===== config.mk =====
export PLATFORM = sky130hd
export DESIGN_NAME = key_repeat_suppress_table
export DESIGN_NICKNAME = d
export VERILOG_FILES = /design/src/rtl/krst_pkg.sv /design/src/rtl/krst_store.sv /design/src/rtl/krst_seq.sv /design/src/rtl/key_repeat_suppress_table.sv
export SDC_FILE = /design/constraint.sdc
export NUM_CORES = 1
export LEC_CHECK = 0
export BUFFER_PORTS_ARGS = -buffer_cell sky130_fd_sc_hd__clkbuf_2
export CAP_MARGIN = 15
export CORE_UTILIZATION = 50
export CTS_BUF_LIST = sky130_fd_sc_hd__clkbuf_16
export CTS_CLUSTER_SIZE = 40
export DETAILED_ROUTE_END_ITERATION = 6
export PLACE_DENSITY = 0.75
export SETUP_SLACK_MARGIN = 0.3
export SKIP_CTS_REPAIR_TIMING = 1
export SKIP_LAST_GASP = 1
export SYNTH_ARGS = -nofsm -noshare
export SYNTH_HDL_FRONTEND = slang
export SYNTH_HIERARCHICAL = 1
export SYNTH_SLANG_ARGS = --single-unit

===== constraint.sdc =====
create_clock -name clk -period 5.6 [get_ports clk]
set_clock_uncertainty 0.15 [all_clocks]
set_input_delay 1.68 -clock clk [delete_from_list [all_inputs] [get_ports clk]]
set_output_delay 1.68 -clock clk [all_outputs]
set_load 0.01 [all_outputs]

===== src/rtl/krst_pkg.sv =====
// ----------------------------------------------------------------------------
// krst_pkg
// shared constants and types of the key repeat suppression table
// ----------------------------------------------------------------------------
package krst_pkg;

    localparam int SLOTS   = 32;
    localparam int KEY_W   = 16;
    localparam int TIMER_W = 16;
    localparam int IDX_W   = (SLOTS > 1) ? $clog2(SLOTS) : 1;
    localparam int CNT_W   = $clog2(SLOTS + 1);

    localparam logic [TIMER_W-1:0] DELAY_RESET = TIMER_W'(12);

    localparam logic FUNC_TICK  = 1'b0;
    localparam logic FUNC_QUERY = 1'b1;

    typedef logic [IDX_W-1:0]   idx_t;
    typedef logic [CNT_W-1:0]   cnt_t;
    typedef logic [KEY_W-1:0]   key_t;
    typedef logic [TIMER_W-1:0] timer_t;

    // request from the sequencer to the slot store
    typedef struct packed {
        idx_t   raddr;
        logic   we_key;
        logic   we_timer;
        idx_t   waddr;
        key_t   wkey;
        timer_t wtimer;
    } krst_mem_req_t;

    // registered read data of the slot store
    typedef struct packed {
        key_t   rd_key;
        timer_t rd_timer;
    } krst_mem_rsp_t;

endpackage


===== src/rtl/krst_store.sv =====
// ----------------------------------------------------------------------------
// krst_store
// slot key and slot timer memories, one write and one registered read port
// ----------------------------------------------------------------------------
module krst_store
    import krst_pkg::*;
(
    input  logic          clk,
    input  krst_mem_req_t mem_req,
    output krst_mem_rsp_t mem_rsp
);

    key_t   key_mem   [SLOTS];
    timer_t timer_mem [SLOTS];
    key_t   rd_key_reg;
    timer_t rd_timer_reg;

    always_ff @(posedge clk)
    begin
        if (mem_req.we_key)
        begin
            key_mem[mem_req.waddr] <= mem_req.wkey;
        end
        if (mem_req.we_timer)
        begin
            timer_mem[mem_req.waddr] <= mem_req.wtimer;
        end
        rd_key_reg   <= key_mem[mem_req.raddr];
        rd_timer_reg <= timer_mem[mem_req.raddr];
    end

    assign mem_rsp.rd_key   = rd_key_reg;
    assign mem_rsp.rd_timer = rd_timer_reg;

endmodule


===== src/rtl/krst_seq.sv =====
// ----------------------------------------------------------------------------
// krst_seq
// walks the used slots for one item: decrements timers on a tick, or looks
// up the key, picks a slot and updates its timer on a query
// ----------------------------------------------------------------------------
module krst_seq
    import krst_pkg::*;
(
    input  logic          clk,
    input  logic          rst_n,
    input  logic          start,
    input  logic          item_func,
    input  key_t          item_key,
    input  logic          item_down,
    input  timer_t        delay,
    output logic          idle,
    output logic          res_valid,
    output logic          res_fire,
    input  logic          res_ready,
    output krst_mem_req_t mem_req,
    input  krst_mem_rsp_t mem_rsp
);

    typedef enum logic [3:0] {
        S_IDLE   = 4'b0001,
        S_SCAN   = 4'b0010,
        S_DECIDE = 4'b0100,
        S_FIN    = 4'b1000
    } state_t;

    state_t state_reg,  state_next;
    cnt_t   used_reg,   used_next;
    cnt_t   issue_reg,  issue_next;
    logic   pend_reg,   pend_next;
    idx_t   pidx_reg,   pidx_next;
    logic   func_reg,   func_next;
    key_t   key_reg,    key_next;
    logic   down_reg,   down_next;
    logic   hit_reg,    hit_next;
    idx_t   hit_idx_reg,   hit_idx_next;
    timer_t hit_timer_reg, hit_timer_next;
    idx_t   best_idx_reg,   best_idx_next;
    timer_t best_timer_reg, best_timer_next;
    logic   fire_reg,   fire_next;

    idx_t   slot;
    timer_t cur_timer;

    always_comb
    begin
        state_next      = state_reg;
        used_next       = used_reg;
        issue_next      = issue_reg;
        pend_next       = 1'b0;
        pidx_next       = pidx_reg;
        func_next       = func_reg;
        key_next        = key_reg;
        down_next       = down_reg;
        hit_next        = hit_reg;
        hit_idx_next    = hit_idx_reg;
        hit_timer_next  = hit_timer_reg;
        best_idx_next   = best_idx_reg;
        best_timer_next = best_timer_reg;
        fire_next       = fire_reg;
        slot            = '0;
        cur_timer       = '0;

        mem_req.raddr    = issue_reg[IDX_W-1:0];
        mem_req.we_key   = 1'b0;
        mem_req.we_timer = 1'b0;
        mem_req.waddr    = pidx_reg;
        mem_req.wkey     = key_reg;
        mem_req.wtimer   = mem_rsp.rd_timer - 1'b1;

        unique case (state_reg)
            S_IDLE:
            begin
                if (start)
                begin
                    func_next  = item_func;
                    key_next   = item_key;
                    down_next  = item_down;
                    issue_next = '0;
                    hit_next   = 1'b0;
                    fire_next  = 1'b0;
                    state_next = S_SCAN;
                end
            end
            S_SCAN:
            begin
                // read of slot issue_reg, data back next cycle
                if (issue_reg < used_reg)
                begin
                    pend_next  = 1'b1;
                    pidx_next  = issue_reg[IDX_W-1:0];
                    issue_next = issue_reg + 1'b1;
                end
                else
                begin
                    state_next = (func_reg == FUNC_QUERY) ? S_DECIDE : S_FIN;
                end
                if (pend_reg)
                begin
                    if (func_reg == FUNC_TICK)
                    begin
                        mem_req.we_timer = (mem_rsp.rd_timer != '0);
                    end
                    else
                    begin
                        if (!hit_reg && mem_rsp.rd_key == key_reg)
                        begin
                            hit_next       = 1'b1;
                            hit_idx_next   = pidx_reg;
                            hit_timer_next = mem_rsp.rd_timer;
                        end
                        // strictly greater keeps the lowest index on a tie
                        if (pidx_reg == '0 || mem_rsp.rd_timer > best_timer_reg)
                        begin
                            best_idx_next   = pidx_reg;
                            best_timer_next = mem_rsp.rd_timer;
                        end
                    end
                end
            end
            S_DECIDE:
            begin
                if (hit_reg)
                begin
                    slot      = hit_idx_reg;
                    cur_timer = hit_timer_reg;
                end
                else if (used_reg < CNT_W'(SLOTS))
                begin
                    slot      = used_reg[IDX_W-1:0];
                    used_next = used_reg + 1'b1;
                end
                else
                begin
                    slot = best_idx_reg;
                end
                mem_req.we_key   = 1'b1;
                mem_req.we_timer = 1'b1;
                mem_req.waddr    = slot;
                if (down_reg)
                begin
                    mem_req.wtimer = (cur_timer == '0) ? delay : cur_timer;
                    fire_next      = (cur_timer == '0);
                end
                else
                begin
                    mem_req.wtimer = '0;
                end
                state_next = S_FIN;
            end
            S_FIN:
            begin
                if (res_ready)
                begin
                    state_next = S_IDLE;
                end
            end
            default:
            begin
                state_next = S_IDLE;
            end
        endcase
    end

    always_ff @(posedge clk or negedge rst_n)
    begin
        if (!rst_n)
        begin
            state_reg <= S_IDLE;
            used_reg  <= '0;
            pend_reg  <= 1'b0;
        end
        else
        begin
            state_reg <= state_next;
            used_reg  <= used_next;
            pend_reg  <= pend_next;
        end
    end

    always_ff @(posedge clk)
    begin
        issue_reg      <= issue_next;
        pidx_reg       <= pidx_next;
        func_reg       <= func_next;
        key_reg        <= key_next;
        down_reg       <= down_next;
        hit_reg        <= hit_next;
        hit_idx_reg    <= hit_idx_next;
        hit_timer_reg  <= hit_timer_next;
        best_idx_reg   <= best_idx_next;
        best_timer_reg <= best_timer_next;
        fire_reg       <= fire_next;
    end

    assign idle      = (state_reg == S_IDLE);
    assign res_valid = (state_reg == S_FIN);
    assign res_fire  = fire_reg;

`ifndef SYNTHESIS
    a_used_bound: assert property (@(posedge clk) disable iff (!rst_n)
        used_reg <= CNT_W'(SLOTS))
        else $error("slot count beyond table size");

    a_used_step: assert property (@(posedge clk) disable iff (!rst_n)
        (used_reg != $past(used_reg)) |-> (used_reg == $past(used_reg) + 1'b1))
        else $error("slot count moved by other than one");

    a_tick_no_fire: assert property (@(posedge clk) disable iff (!rst_n)
        (res_valid && res_fire) |-> (func_reg == FUNC_QUERY))
        else $error("fire on a tick");

    a_key_write_addr: assert property (@(posedge clk) disable iff (!rst_n)
        mem_req.we_key |-> (CNT_W'(mem_req.waddr) <= used_reg))
        else $error("key written beyond the used slots");
`endif

endmodule


===== src/rtl/key_repeat_suppress_table.sv =====
// ----------------------------------------------------------------------------
// key_repeat_suppress_table
// repeat suppression table for key presses, slots held in on-chip memory
// ----------------------------------------------------------------------------
// items: one at a time, taken only while the sequencer is idle; each item
//   walks the used slots (at most SLOTS) with one read per cycle, a query
//   then writes its chosen slot, and the result is held in the output
//   register until it is taken
// reset: no slots in use, repeat delay 12, slot memories left uncleared
module key_repeat_suppress_table
    import krst_pkg::*;
(
    input  logic   clk,
    input  logic   rst_n,
    input  logic   in_valid,
    output logic   in_ready,
    input  logic   func,
    input  key_t   key_code,
    input  logic   key_down,
    output logic   out_valid,
    input  logic   out_ready,
    output logic   fire,
    input  logic   cfg_valid,
    output logic   cfg_ready,
    input  timer_t cfg_data
);

    timer_t        delay_reg;
    logic          out_valid_reg;
    logic          fire_reg;
    logic          seq_idle;
    logic          res_valid;
    logic          res_fire;
    logic          res_ready;
    krst_mem_req_t mem_req;
    krst_mem_rsp_t mem_rsp;

    assign cfg_ready = 1'b1;
    assign in_ready  = seq_idle;
    // result register frees the sequencer once the result is taken
    assign res_ready = !out_valid_reg || out_ready;

    always_ff @(posedge clk or negedge rst_n)
    begin
        if (!rst_n)
        begin
            delay_reg     <= DELAY_RESET;
            out_valid_reg <= 1'b0;
        end
        else
        begin
            if (cfg_valid && cfg_ready)
            begin
                delay_reg <= cfg_data;
            end
            if (res_ready)
            begin
                out_valid_reg <= res_valid;
            end
        end
    end

    always_ff @(posedge clk)
    begin
        if (res_valid && res_ready)
        begin
            fire_reg <= res_fire;
        end
    end

    assign out_valid = out_valid_reg;
    assign fire      = fire_reg;

    krst_seq u_seq (
        .clk       (clk),
        .rst_n     (rst_n),
        .start     (in_valid && in_ready),
        .item_func (func),
        .item_key  (key_code),
        .item_down (key_down),
        .delay     (delay_reg),
        .idle      (seq_idle),
        .res_valid (res_valid),
        .res_fire  (res_fire),
        .res_ready (res_ready),
        .mem_req   (mem_req),
        .mem_rsp   (mem_rsp)
    );

    krst_store u_store (
        .clk     (clk),
        .mem_req (mem_req),
        .mem_rsp (mem_rsp)
    );

endmodule

Word-level counts from Yosys, hierarchy flattened
Memory sizes are Yosys's and may differ from the RTL's. A register that Yosys moved wholly into a read port is not among the register bits.
Cells that the tools add are included.
Widths: inputs -> output; s select.

storage, ports and cells
  register bits = 102
  memory bits (writable) = 1024
  bits of input ports = 39
  word-level logic and storage cells = 93
  memories = 2

memory list
  name               words  width  rd ports  clocked after Yosys merged registers in  wr ports  RTL line          text
  u_store.key_mem    32     16     1         1                                        1         krst_store.sv:13  key_t key_mem [SLOTS];
  u_store.timer_mem  32     16     1         1                                        1         krst_store.sv:14  timer_t timer_mem [SLOTS];

cells by class
  add/sub/neg operators = 3
  magnitude comparators = 3
  equal/unequal tests = 13
  mux-type cells = 33
  bitwise operators = 1
  reduce and logical (&&, ||, !) cells = 21

operators by type and width
  kind                   count
  $mux 16                5
  $eq 16x16->1           1
  $gt 16x16->1           1
  $logic_not 16->1       1
  $mux 4                 4
  $pmux 4 s4             1
  $reduce_bool 16->1     1
  $sub 16x1->16 const B  1
  $mux 5                 3
  $mux 1                 14
  $ne 2x1->1 const B     7
  $add 6x1->6 const B    2
  $mux 6                 2
  $pmux 6 s2             1
  $reduce_and 3->1       4
  $reduce_and 4->1       2
  $lt 6x6->1             1
  $lt 6x6->1 const B     1
  $pmux 1 s2             3
  $logic_not 5->1        1
  $reduce_and 5->1       1
  $eq 4x1->1 const B     1
  $eq 4x2->1 const B     1
  $eq 4x3->1 const B     1
  8 further kinds        14

Depth between registers and ports, before layout
  depth in word-level cells = 6
  depth in mapped cells = 10
  gate-level depth less buffers = 9

Hierarchy
Netlist, hierarchy kept.

modules (own cells, without submodules)
  module                     instances  cells each  area an instance (um^2)  sequential area each (um^2)
  krst_store                 1          2305        40669.0                  31390.1
  krst_seq                   1          359         4305.4                   2468.6
  key_repeat_suppress_table  1          42          743.2                    457.9

Least setup slack after synthesis
Ideal clock, no wire load.

  kind = register -> register
  start point = register u_seq.key_reg[13]
  end point = register u_seq.hit_reg (enable)
  setup time = 0.300 ns
  arrival time = 3.983 ns
  path slack = 1.167 ns
  cell stages (with the launch flop) = 6
  buffers on the path = 0
  clock period less this slack = 4.433 ns
  cell sequence = edfxtp_1 > xnor2_1 > nand4_1 > or4_1 > nor4_1 > or2_2

on the way
  cells in the longest elaborated chain, start to end = 4

RTL lines
  element                     RTL line         text
  start: declaration          krst_seq.sv:37   key_t key_reg, key_next;
  start signal: assignment    krst_seq.sv:190  key_reg <= key_next;
  $eq 16x16->1                krst_seq.sv:110  if (!hit_reg && mem_rsp.rd_key == key_reg)
  $logic_and 1x1->1           krst_seq.sv:110
  $ne 2x1->1 (no line)        --
  $reduce_and 5->1 (no line)  --
  end signal: assignment      krst_seq.sv:192  hit_reg <= hit_next;
  end: declaration            krst_seq.sv:39   logic hit_reg, hit_next;

No other way between the ends.
A chain may end at the register's enable or synchronous reset.

Worst setup path in the final report
  start point = register u_seq.state_reg[0]
  end point = output in_ready

on the way
  cells in the longest elaborated chain, start to end = 1

RTL lines
  element                   RTL line                         text
  start: declaration        krst_seq.sv:31                   state_t state_reg, state_next;
  start signal: assignment  krst_seq.sv:179                  state_reg <= state_next;
  $eq 4x1->1                krst_seq.sv:200                  assign idle = (state_reg == S_IDLE);
  end: declaration          key_repeat_suppress_table.sv:16  output logic in_ready,

No other way between the ends.

==> results.md <==
- Worst VDD drop: approximately 0.44 mV
- Worst path depth: 5
- Slowest cell on crit path: dfstp_2
- Final wirelength: around 100,000 um
- IO Count: between 40 and 50
- GPL Wtd Cong: a little under 0.9
- Clock Path Buffers: 3
- Final hold violations: 0
- Final slew viol count: 0
- FFs w/ async S/R, synth: 0.0242
- Nets: 2,886
- CTS tree: built
- Initial antenna violation count: 1
- Finished Cell Area: 51,000 um2
- Post-synth top cells: edfxtp_1, mux2i_1, nand2_1
- Routed wire per std cell: approximately 25 um
- DIE AREA: 92,600 um2
- Number of enable flip-flop cells after synthesis: roughly 1,100
- Worst-Margin Slew: between 1 and 1.5 ns
- Min Hold Slack: ~0.28 ns
- Gr ovfl total: 0
- Latest clock arrival within the worst-skew pair: 0.69 ns
- MaxCap Viol Count: 0
- Worst min path class: flip-flop to flip-flop
- Share of layout cells above drive strength 1: 0.121
- Drt drc: 0
- Tcrit/Tclk final: 0.714
- Kind of start point of the critical path: flip-flop
- Max H-tree Level: 3
- Cell chain of the critical path: inv_1, nor4_1, buf_2, buf_4, clkbuf_2
- Area growth syn-to-layout: 11.5%
- Clock sink count: roughly 1,200
- Most used DFF post-synth: edfxtp_1
- Gr usage total: 0.217
- Via count: around 25,000
- IO Port Bufs: between 40 and 50
- Post-synth top area share: 0.721
- Met3 wire length: about 8000 um
- Distinct cell type count of the synthesized netlist: 55
- Pwr/cell area: ~440 nW/um2
- Cells after Synth: 2,706
- Hold path cells: 0
- Critical path arrival: approximately 2.2 ns
- RSZ-0062 raised after global routing: no
- Setup Viol. Count Final: 0
- Vias in the first global route: between 20,000 and 25,000
- Layout fillers: around 6,600
- Post-route ant nets: 0
- Via density: 6.02
- Detail Placement HPWL: 59,400 um
- Number of synthesized register bits: 1,158
- Worst-path clk slew: 0.06 ns
- Required time worst endpoint: between 3 and 4 ns
- Tmin final: around 4 ns
- Count leader, synth: edfxtp_1
- # rows: 110
- Met1 WL: about 40,000 um
- Setup TNS: 0 ns
- Fmax: 250 MHz
- Synthesis warning total: 6
- Met2 WL: about 50,000 um
- Initial Util: 0.506
- CP max stage delay: roughly 0.55 ns
- Status: completed
- Synth Cell Area: 45,700 um2
- Synth Area per Inst: roughly 17 um2
- Cts bufs inserted: between 100 and 150
- Cell taking the most area after synthesis: edfxtp_1
- Total power: about 23 mW
- Critical Path Sink Type: output port
- CORE AREA: approximately 90,000 um2
- Root Buffer: clkbuf_16
- Placed Area: approximately 47,000 um2
- Highest metal used: met5
- Sequential element share of the synthesized area: 0.751
- Kind of critical path: flip-flop to output port
- Ant. Diodes: 0
- Area contributors post-synth: edfxtp_1, mux2i_1, a22oi_1
- Die Ht: 304 um
- Highest fanout seen on the critical path: 4
- Buf+Inv Stages, Crit Path: 4
- FF-to-FF path depth: 7
- Largest net degree at the start of global routing: between 100 and 150
- Largest regs: u_store/key_mem x512, u_store/timer_mem x512
- Initial DRC Count: 2,490
- Leakage: around 18 nW
- Global-route wire length before repair: about 150,000 um
- Rel. slew slack: 0.235
- Chip Width: 304 um
- Critical path's top delay family: buffers and inverters
- Synthesized Nets: about 2,800
- Pre-Repair DR Iteration Count: 5
[layer usage]
| metal | GRT usage | vias up |
|---|---|---|
| li1 | - | 10800 |
| met1 | 0.283 | 12400 |
| met2 | 0.358 | 1177 |
| met3 | 0.0398 | 235 |
| met4 | 0.0902 | 2 |
| met5 | 0 | - |
[power breakdown]
group / internal, mW / leakage [nW] / total [mW] / switching [mW]
Sequential: 10.7 / 10.5 / 11.0 / 0.259
Combinational: 1.49 / 5.55 / 4.66 / 3.17
Clock: 3.94 / 1.76 / 7.02 / 3.09
[placed cells by master (no fill, tap or decap), types with 30 or more instances in the layout]
| cell type | netlist | final |
|---|---|---|
| a22oi_1 | 101 | 101 |
| nand3_1 | 106 | 106 |
| edfxtp_1 | 1098 | 1098 |
| nor3_1 | 39 | 39 |
| a22o_1 | 64 | 64 |
| nor2_1 | 90 | 89 |
| buf_4 | 38 | 112 |
| mux2i_1 | 517 | 517 |
| dfxtp_1 | 32 | 32 |
| clkbuf_16 | 0 | 105 |
| clkinv_1 | 0 | 30 |
| inv_1 | 26 | 46 |
| a31oi_1 | 33 | 33 |
| nand2_1 | 120 | 120 |
| a21oi_1 | 118 | 118 |
| clkbuf_2 | 0 | 41 |
[through the flow]
| stage | setup slack [ns] | util | std cells |
|---|---|---|---|
| 2_1_floorplan | 1.17 | - | 2706 |
| 3_3_place_gp | 1.80 | 0.526 | 3887 |
| 3_5_place_dp | 1.75 | 0.526 | 3887 |
| 4_1_cts | 1.07 | 0.564 | 4086 |
| 5_1_grt | 1.51 | 0.564 | 4091 |
| 6_report | 1.60 | 0.564 | 4091 |
[final cells by class]
cell class,count,area (um2),area share
well taps,1176,1470,0.0289
clock inverters,94,767,0.0150
repair buffers,163,1220,0.0240
multi-input cells,1369,10500,0.205
inverters,26,97.6,0.00191
clock buffers,105,2630,0.0516
flip-flops and latches,1158,34300,0.673
[cells by family after synthesis]
kind of cell,count (synthesis),share of synthesized area
xor gates and xnor gates,34,0.00651
AOI/OAI and AO/OA,354,0.0529
adders and majority gates,24,0.00657
muxes,533,0.118
DFF,1158,0.751
buffers and inverters,179,0.0220
other,1,0.0000820
and+or+nand+nor,423,0.0434
[path summary, 6_finish.rpt]
kind | to | from | slack [ns]
min in group asynchronous | delay_reg[11]$_DFFE_PN0P_ | rst_n | 0.90
hold / removal | fire$_DFFE_PP_ | u_seq/res_fire$_SDFFCE_PN0P_ | 0.28
hold reg to reg | fire$_DFFE_PP_ | u_seq/res_fire$_SDFFCE_PN0P_ | 0.28
max in group asynchronous | u_seq/used_reg[4]$_DFFE_PN0P_ | rst_n | 3.92
setup / recovery | in_ready | u_seq/state_reg[0]$_DFFE_PN1P_ | 1.60
setup reg to reg | u_store/key_mem[0][5]$_DFFE_PP_ | u_seq/state_reg[3]$_DFFE_PN0P_ | 1.62
[worst register-to-register path, cell delays in order, from the launching register on]
cell and delay [ns]:
dfrtp_1 0.41, nand2b_1 0.17, or3_1 0.56, nand2_1 0.17, o21ai_0 0.25, or3b_2 0.75
nor2_1 0.89, buf_4 0.33
Note: power is estimated with default switching activity, not from simulation.
